**src/hsvh_pkg.sv**
```systemverilog
// ----------------------------------------------------------------------------
// hsvh_pkg
// Shared types, constants and the hue band function of the HSV color histogram.
// ----------------------------------------------------------------------------
package hsvh_pkg;

   localparam int NUM_BINS          = 72;
   localparam int BIN_BITS          = 7;
   localparam int HUE_BITS          = 9;
   localparam int CLASS_BITS        = 2;
   localparam int COLOR_BITS        = 8;
   localparam int DIVIDEND_BITS     = 18;
   localparam int DIVISOR_BITS      = 9;
   localparam int STEP_BITS         = 4;
   localparam int REPORT_BITS       = 32;
   localparam int DEFAULT_COUNT_BITS = 32;
   localparam int REQ_DATA_BITS     = 32;
   localparam int RSP_DATA_BITS     = 56;

   localparam logic [0:0] OP_PIXEL = 1'b0;
   localparam logic [0:0] OP_READ  = 1'b1;

   typedef struct packed {
      logic                 load;
      logic                 calc;
      logic                 div_step;
      logic [STEP_BITS-1:0] div_idx;
      logic                 lookup;
      logic                 write;
      logic                 push;
   } cmd_type;

   typedef struct packed {
      logic is_read;
      logic out_free;
   } status_type;

   function automatic logic [2:0] hue_band(input logic [HUE_BITS-1:0] h);
      logic [2:0] band;
      if (h >= 9'd316 || h <= 9'd20) band = 3'd0;
      else if (h <= 9'd40)  band = 3'd1;
      else if (h <= 9'd75)  band = 3'd2;
      else if (h <= 9'd155) band = 3'd3;
      else if (h <= 9'd190) band = 3'd4;
      else if (h <= 9'd270) band = 3'd5;
      else if (h <= 9'd295) band = 3'd6;
      else band = 3'd7;
      return band;
   endfunction

endpackage

```
**src/rgb_hsv_quantized_histogram.sv**
```systemverilog
// ----------------------------------------------------------------------------
// rgb_hsv_quantized_histogram
// 72-bin HSV color histogram with saturating counters and read-and-clear.
// ----------------------------------------------------------------------------
// Input channel req_*: one word per item. tuser = 0 accumulates the pixel in
// tdata, tuser = 1 reads and clears the bin named by bin_select.
// Result channel rsp_*: one word per item, in order.
// An accumulate word passes these steps after acceptance: max/min and the hue
// numerator, the restoring hue divider (one quotient bit per step), the bin
// lookup, the counter write and the load of the output register. A read word
// skips the numerator and the divider.
// The next word is accepted no earlier than the cycle after the result is
// loaded, so the block takes no new word while one is still in process.
// Reset marks all 72 counters empty at once and empties the output register.
// While the receiver stalls, the result holds and the block can take and
// process one more word; it then waits until the output register frees.
// ----------------------------------------------------------------------------
module rgb_hsv_quantized_histogram #(
   parameter int COUNT_BITS = hsvh_pkg::DEFAULT_COUNT_BITS
) (
   input  logic                               clock,
   input  logic                               reset,
   input  logic                               req_tvalid,
   output logic                               req_tready,
   // red[7:0], green[15:8], blue[23:16], bin_select[30:24], zero[31]
   input  logic [hsvh_pkg::REQ_DATA_BITS-1:0] req_tdata,
   // op[0]
   input  logic                               req_tuser,
   output logic                               rsp_tvalid,
   input  logic                               rsp_tready,
   // hue_degrees[8:0], sat_class[10:9], val_class[12:11], bin_number[19:13],
   // bin_count[51:20], zero[55:52]
   output logic [hsvh_pkg::RSP_DATA_BITS-1:0] rsp_tdata
);
   import hsvh_pkg::*;

   cmd_type    cmd;
   status_type status;

   hsvh_ctrl u_ctrl (
      .clock      (clock),
      .reset      (reset),
      .req_tvalid (req_tvalid),
      .req_tready (req_tready),
      .status     (status),
      .cmd        (cmd)
   );

   hsvh_datapath #(.COUNT_BITS(COUNT_BITS)) u_datapath (
      .clock      (clock),
      .reset      (reset),
      .cmd        (cmd),
      .status     (status),
      .req_tdata  (req_tdata),
      .req_tuser  (req_tuser),
      .rsp_tvalid (rsp_tvalid),
      .rsp_tready (rsp_tready),
      .rsp_tdata  (rsp_tdata)
   );

endmodule

```
**src/hsvh_ctrl.sv**
```systemverilog
// ----------------------------------------------------------------------------
// hsvh_ctrl
// Sequencer of the histogram: conversion, division steps, bin update, push.
// ----------------------------------------------------------------------------
module hsvh_ctrl (
   input  logic                clock,
   input  logic                reset,
   input  logic                req_tvalid,
   output logic                req_tready,
   input  hsvh_pkg::status_type status,
   output hsvh_pkg::cmd_type    cmd
);
   import hsvh_pkg::*;

   typedef enum logic [2:0] {
      ST_IDLE, ST_CALC, ST_DIV, ST_LOOKUP, ST_WRITE, ST_PUSH
   } state_type;

   state_type            state_ff, state_in;
   logic [STEP_BITS-1:0] idx_ff, idx_in;

   always_comb begin
      state_in = state_ff;
      idx_in   = idx_ff;
      cmd      = '0;
      cmd.div_idx = idx_ff;
      unique case (state_ff)
         ST_IDLE: begin
            if (req_tvalid) begin
               cmd.load = 1'b1;
               state_in = ST_CALC;
            end
         end
         ST_CALC: begin
            if (status.is_read) begin
               state_in = ST_LOOKUP;
            end else begin
               cmd.calc = 1'b1;
               idx_in   = STEP_BITS'(HUE_BITS - 1);
               state_in = ST_DIV;
            end
         end
         ST_DIV: begin
            cmd.div_step = 1'b1;
            if (idx_ff == '0) state_in = ST_LOOKUP;
            else idx_in = idx_ff - 1'b1;
         end
         ST_LOOKUP: begin
            cmd.lookup = 1'b1;
            state_in   = ST_WRITE;
         end
         ST_WRITE: begin
            cmd.write = 1'b1;
            state_in  = ST_PUSH;
         end
         ST_PUSH: begin
            if (status.out_free) begin
               cmd.push = 1'b1;
               state_in = ST_IDLE;
            end
         end
         default: state_in = ST_IDLE;
      endcase
   end

   assign req_tready = (state_ff == ST_IDLE);

   always_ff @(posedge clock) begin
      if (reset) begin
         state_ff <= ST_IDLE;
         idx_ff   <= '0;
      end else begin
         state_ff <= state_in;
         idx_ff   <= idx_in;
      end
   end

endmodule

```
**src/hsvh_datapath.sv**
```systemverilog
// ----------------------------------------------------------------------------
// hsvh_datapath
// HSV conversion, restoring hue divider, counter store and output register.
// ----------------------------------------------------------------------------
module hsvh_datapath #(
   parameter int COUNT_BITS = hsvh_pkg::DEFAULT_COUNT_BITS
) (
   input  logic                                 clock,
   input  logic                                 reset,
   input  hsvh_pkg::cmd_type                    cmd,
   output hsvh_pkg::status_type                 status,
   input  logic [hsvh_pkg::REQ_DATA_BITS-1:0]   req_tdata,
   input  logic                                 req_tuser,
   output logic                                 rsp_tvalid,
   input  logic                                 rsp_tready,
   output logic [hsvh_pkg::RSP_DATA_BITS-1:0]   rsp_tdata
);
   import hsvh_pkg::*;

   localparam logic [COUNT_BITS-1:0] COUNT_MAX = '1;

   logic                      op_ff;
   logic [COLOR_BITS-1:0]     red_ff, green_ff, blue_ff;
   logic [BIN_BITS-1:0]       sel_ff;
   logic [DIVIDEND_BITS-1:0]  rem_ff, rem_in;
   logic [DIVISOR_BITS-1:0]   den_ff;
   logic [HUE_BITS-1:0]       quo_ff, quo_in;
   logic [CLASS_BITS-1:0]     sat_ff, val_ff;
   logic [HUE_BITS-1:0]       hue_ff;
   logic [BIN_BITS-1:0]       bin_ff;
   logic                      bin_ok_ff;
   logic [COUNT_BITS-1:0]     mem_q_ff;
   logic [NUM_BINS-1:0]       valid_ff;
   logic [COUNT_BITS-1:0]     store [NUM_BINS];
   logic [REPORT_BITS-1:0]    count_ff;
   logic                      out_valid_ff;
   logic [RSP_DATA_BITS-1:0]  out_data_ff;

   logic [COLOR_BITS-1:0]     mx, mn, d;
   logic [DIVIDEND_BITS:0]    t;
   logic [DIVIDEND_BITS-1:0]  den_sh;
   logic [HUE_BITS-1:0]       hue;
   logic [BIN_BITS-1:0]       bin;
   logic [CLASS_BITS-1:0]     sc, vc;

   assign status.is_read  = (op_ff == OP_READ);
   assign status.out_free = !out_valid_ff || rsp_tready;

   always_comb begin
      mx = red_ff;
      mn = red_ff;
      if (green_ff > mx) mx = green_ff;
      if (blue_ff > mx)  mx = blue_ff;
      if (green_ff < mn) mn = green_ff;
      if (blue_ff < mn)  mn = blue_ff;
      d = mx - mn;
      if (red_ff == mx) begin
         if (green_ff >= blue_ff)
            t = 19'd60 * 19'(green_ff - blue_ff);
         else
            t = 19'd360 * 19'(d) - 19'd60 * 19'(blue_ff - green_ff);
      end else if (green_ff == mx) begin
         t = 19'd120 * 19'(d) + 19'd60 * 19'(blue_ff) - 19'd60 * 19'(red_ff);
      end else begin
         t = 19'd240 * 19'(d) + 19'd60 * 19'(red_ff) - 19'd60 * 19'(green_ff);
      end
      if (mx == '0 || 11'd5 * 11'(d) <= 11'(mx)) sc = 2'd0;
      else if (12'd10 * 12'(d) < 12'd7 * 12'(mx)) sc = 2'd1;
      else sc = 2'd2;
      if (mx <= 8'd51) vc = 2'd0;
      else if (mx <= 8'd178) vc = 2'd1;
      else vc = 2'd2;
   end

   always_comb begin
      den_sh = DIVIDEND_BITS'(den_ff) << cmd.div_idx;
      rem_in = rem_ff;
      quo_in = quo_ff;
      if (rem_ff >= den_sh) begin
         rem_in = rem_ff - den_sh;
         quo_in[cmd.div_idx] = 1'b1;
      end
      hue = (quo_ff > 9'd359) ? quo_ff - 9'd360 : quo_ff;
      bin = BIN_BITS'(7'(hue_band(hue)) * 7'd9 + 7'(sat_ff) * 7'd3 + 7'(val_ff));
   end

   always_ff @(posedge clock) begin
      if (cmd.load) begin
         op_ff    <= req_tuser;
         red_ff   <= req_tdata[7:0];
         green_ff <= req_tdata[15:8];
         blue_ff  <= req_tdata[23:16];
         sel_ff   <= req_tdata[30:24];
         quo_ff   <= '0;
         sat_ff   <= '0;
         val_ff   <= '0;
         den_ff   <= '0;
      end
      if (cmd.calc) begin
         rem_ff <= DIVIDEND_BITS'(2'd2 * t + 19'(d));
         den_ff <= {d, 1'b0};
         sat_ff <= sc;
         val_ff <= vc;
      end
      if (cmd.div_step && den_ff != '0) begin
         rem_ff <= rem_in;
         quo_ff <= quo_in;
      end
      if (cmd.lookup) begin
         if (op_ff == OP_READ) begin
            bin_ff    <= sel_ff;
            hue_ff    <= '0;
            bin_ok_ff <= (sel_ff < BIN_BITS'(NUM_BINS));
         end else begin
            bin_ff    <= bin;
            hue_ff    <= hue;
            bin_ok_ff <= 1'b1;
         end
      end
      if (cmd.write) begin
         count_ff <= '0;
         if (bin_ok_ff && op_ff == OP_READ && valid_ff[bin_ff])
            count_ff <= REPORT_BITS'(mem_q_ff);
      end
   end

   always_ff @(posedge clock) begin
      if (cmd.lookup) begin
         mem_q_ff <= store[(op_ff == OP_READ) ? sel_ff : bin];
      end
      if (cmd.write && bin_ok_ff) begin
         if (op_ff == OP_READ) store[bin_ff] <= '0;
         else if (!valid_ff[bin_ff]) store[bin_ff] <= COUNT_BITS'(1);
         else if (mem_q_ff != COUNT_MAX) store[bin_ff] <= mem_q_ff + 1'b1;
      end
   end

   always_ff @(posedge clock) begin
      if (reset) begin
         valid_ff     <= '0;
         out_valid_ff <= 1'b0;
      end else begin
         if (cmd.write && bin_ok_ff) valid_ff[bin_ff] <= 1'b1;
         if (cmd.push) out_valid_ff <= 1'b1;
         else if (rsp_tready) out_valid_ff <= 1'b0;
      end
   end

   always_ff @(posedge clock) begin
      if (cmd.push) begin
         out_data_ff <= {4'd0, count_ff, bin_ff, val_ff, sat_ff, hue_ff};
      end
   end

   assign rsp_tvalid = out_valid_ff;
   assign rsp_tdata  = out_data_ff;

`ifndef SYNTHESIS
   a_hue_range: assert property (@(posedge clock) disable iff (reset)
      out_valid_ff |-> out_data_ff[8:0] <= 9'd359)
      else $error("hue out of range");
   a_class_range: assert property (@(posedge clock) disable iff (reset)
      out_valid_ff |-> (out_data_ff[10:9] != 2'd3 && out_data_ff[12:11] != 2'd3))
      else $error("class code out of range");
   a_pixel_count: assert property (@(posedge clock) disable iff (reset)
      (out_valid_ff && out_data_ff[8:0] != '0) |-> out_data_ff[51:20] == '0)
      else $error("pixel result carries a count");
   a_push_valid: assert property (@(posedge clock) disable iff (reset)
      cmd.push |=> out_valid_ff)
      else $error("push lost");
`endif

endmodule

```
**config.mk**
```make
export PLATFORM = sky130hd
export DESIGN_NAME = rgb_hsv_quantized_histogram
export DESIGN_NICKNAME = d
export VERILOG_FILES = /design/src/hsvh_pkg.sv /design/src/rgb_hsv_quantized_histogram.sv /design/src/hsvh_ctrl.sv /design/src/hsvh_datapath.sv
export SDC_FILE = /design/constraint.sdc
export NUM_CORES = 2
export LEC_CHECK = 0
export ABC_AREA = 0
export ABC_CLOCK_PERIOD_IN_PS = 13000
export BUFFER_PORTS_ARGS = -buffer_cell sky130_fd_sc_hd__buf_2
export CAP_MARGIN = 15
export CORE_UTILIZATION = 55
export DETAILED_ROUTE_END_ITERATION = 7
export GPL_ROUTABILITY_DRIVEN = 1
export PLACE_DENSITY_LB_ADDON = 0.12
export SLEW_MARGIN = 20
export SYNTH_ARGS = -nofsm -noshare
export SYNTH_HDL_FRONTEND = slang
export SYNTH_SLANG_ARGS = --single-unit
```
**constraint.sdc**
```tcl
create_clock -name clock -period 13 [get_ports clock]
set_input_delay 0 -clock clock [delete_from_list [all_inputs] [get_ports clock]]
set_output_delay 0 -clock clock [all_outputs]
set_load 0.02 [all_outputs]
```
==> flow_summary.yaml <==
synth:
  ys.flop_type: "edfxtp_1"
  async_flop_share_pct: 0
  yosys.area_share.xor_xnor_pct: 1.74
  synth-warning-count: 0
  synth_compound_area_share_pct: 5.90
  synthAdderAreaFrac_pct: 5.16
  synth_simple_gate_area_share_pct: 3.95
  synth_edf_count: 2508
  ys_seq_area_share_pct: 68.0
  syn_inst: 6492
  ys_ff_latch: 2588
  synth_top_family_by_area: "multiplexers"
  syn_area_per_cell_um2: 17.4
  synthesis.area_um2: 113000
  synthMuxAreaShare_pct: 13.2
  synth.distinct_cells: 112
sta:
  fin_crit_sh_pct: 94.1
  min_period_ns: 12.23
  slew_violations: 0
  max_clock_freq_mhz: 81.8
  setup_tns_ns: 0
  fin_skew_ns: 0.0888
  rsz0062_at_grt: "false"
  hold_violations: 0
  finalSetupViolations: 0
  relSlewSlack_pct: 22.2
  worst_pin_slew_ns: 1.17
run:
  drv_cap: 0
die:
  die-area_um2: 208000
  rows: 166
  core_um2: 205000
  dieWidth_um: 456
  dieHeight_um: 456
  boundaryPins: 95
  start_util_pct: 55.3
worst_setup_path:
  cp_slowest_cell: "edfxtp_1"
  path_class: "reg2reg"
  worstSetupStartpointType: "flip-flop"
  critPathCaptureType: "flip-flop"
  slowest_delay_ns: 0.60
  cp.required_ns: 13.63
  cpMostUsedCell: "ha_1"
  r2r_cells: 47
  worst_ep_arrival_time_ns: 12.86
  worstPathMaxFanout: 11
cts:
  cts_tree: "done"
  clock_path_buffers: 4
  cts_sinks: 2588
  path_clk_slew_ns: 0.06
  insertion_delay_ns: 0.95
  cts_buffers: 280
  root_buffer: "clkbuf_16"
  htree_num_levels: 5
detailed_routing:
  num_vias: 61900
  drt_iter0_markers: 6842
  wl_mm: 295
  post_drt_wl_per_cell_um: 30.5
  dr.pass1.iters: 6
  postRouteAntennaNets: 0
  viasPerCell: 6.39
  drc: 0
hold_path:
  hp-class: "in2reg"
  whs_path_depth: 4
layout:
  nets: 7243
  drive_gt1_share_pct: 20.3
  area_growth_pct: 12.5
grt:
  overflow: 0
  grt_max_degree: 128
  grt.total_usage_pct: 28.6
  grt_pass1_wl_mm: 428
  grt_pass1_vias: 62600
  antenna_found_initial: 10
placed_design:
  hpwl_mm: 173
  place_congestion: 0.890
  portBuffers: 89
outcome:
  outcome: "completed"
-- critical path: cells and delay by family, from the launching register on --
| family | cells | cell delay, ns |
|---|---|---|
| compound gates | 19 | 4.57 |
| xor+xnor | 5 | 1.07 |
| fa+ha+maj | 7 | 2.47 |
| buf+inv | 6 | 0.96 |
| flops | 1 | 0.60 |
| mux | 1 | 0.39 |
| simple gates | 9 | 1.86 |
-- metrics by stage --
stage	cell area, um^2	hold WS, ns	setup slack [ns]	instances	util [%]
after CTS	127000	0.269	0.833	9688	62.2
after global placement	118000	0.178	1.06	9152	57.8
after detailed placement	118000	0.178	0.904	9152	57.8
final	127000	0.303	0.768	9694	62.2
after global routing	127000	0.301	0.0263	9690	62.2
after floorplan	113000	0.0989	2.28	6495	-
-- worst paths after layout --
check | slack (ns) | endpoint | start
hold / removal | 0.30 | u_ctrl.state_ff[2] | reset
setup reg to reg | 0.77 | u_datapath.rem_ff[17] | u_datapath.green_ff[0]
hold reg to reg | 0.42 | u_datapath.rsp_tdata[40] | u_datapath.count_ff[20]
setup / recovery | 0.77 | u_datapath.rem_ff[17] | u_datapath.green_ff[0]
-- logic make-up (layout without fill, tap and decap cells) --
logic type / Yosys count / after routing
flops: 2588 / 2588
compound gates: 979 / 979
simple gates: 940 / 940
mux: 773 / 773
buf+inv: 595 / 1100
fa+ha+maj: 396 / 396
xor+xnor: 220 / 220
other cells: 1 / 10
-- layout by cell type, fill, tap and decap left out, types with 87 or more instances in the layout --
| master | synthesis | routed |
|---|---|---|
| a211oi_1 | 173 | 173 |
| a21oi_1 | 297 | 293 |
| buf_2 | 8 | 89 |
| buf_4 | 7 | 178 |
| clkbuf_16 | 0 | 288 |
| edfxtp_1 | 2508 | 2508 |
| fa_1 | 120 | 120 |
| ha_1 | 270 | 270 |
| inv_1 | 279 | 278 |
| mux2i_1 | 188 | 186 |
| mux4_2 | 577 | 577 |
| nand2_1 | 271 | 271 |
| nor2_1 | 298 | 194 |
| nor2_4 | 1 | 104 |
| nor2b_1 | 87 | 87 |
| o21ai_0 | 98 | 97 |
| xnor2_1 | 146 | 146 |
-- cells in the mapped netlist (46+ instances only) --
| master | number | area share [%] |
|---|---|---|
| fa_1 | 120 | 2.1 |
| and2_1 | 66 | 0.36 |
| a211oi_1 | 173 | 1.1 |
| clkbuf_1 | 226 | 0.75 |
| inv_1 | 279 | 0.93 |
| xor2_1 | 70 | 0.54 |
| a21oi_1 | 297 | 1.3 |
| nor2b_1 | 87 | 0.48 |
| nand3_1 | 46 | 0.20 |
| ha_1 | 270 | 3.0 |
| a21o_1 | 62 | 0.41 |
| xnor2_1 | 146 | 1.1 |
| nand2_1 | 271 | 0.90 |
| mux2i_1 | 188 | 1.7 |
| o21ai_0 | 98 | 0.43 |
| nor2_1 | 298 | 0.99 |
| dfxtp_1 | 80 | 1.4 |
| mux4_2 | 577 | 11 |
| buf_1 | 65 | 0.22 |
| edfxtp_1 | 2508 | 67 |
-- sequential cells by signal (all words and copies together) (netlist names), 8 cells and up --
signal,count
u_datapath.rsp_tdata,52
u_datapath.red_ff,8
u_datapath.blue_ff,8
u_datapath.quo_ff,9
u_datapath.store,2304
u_datapath.valid_ff,72
u_datapath.hue_ff,9
u_datapath.rem_ff,18
u_datapath.den_ff,8
u_datapath.green_ff,8
u_datapath.count_ff,32
u_datapath.mem_q_ff,32
-- cell type report --
type | count | area (um^2)
repair buffers | 349 | 2720
well taps | 2688 | 3360
multi-input cells | 3312 | 34900
fillers | 14400 | 77300
clock inverters | 109 | 866
clock buffers | 357 | 7480
inverters | 285 | 1080
diodes | 6 | 15.0
flip-flops and latches | 2588 | 76900
-- routing by layer --
layer  wire length, um  up-vias  GRT usage, %
met1            116000    32400          38.9
met2            144000     2618          46.8
li1                  -    26300             -
met4             11600        2          10.7
met5                13        -             0
met3             23000      599          4.66
-- repair_timing --
item,4_1_cts,5_1_grt
endpoints found under the hold margin,133,0
endpoints found under the setup margin,0,1
hold buffers,70,0
resized for setup,0,1
setup buffers,0,0
Power is not shown: default switching activity piles up to over one toggle a cycle in this logic, so the estimate is an artifact.
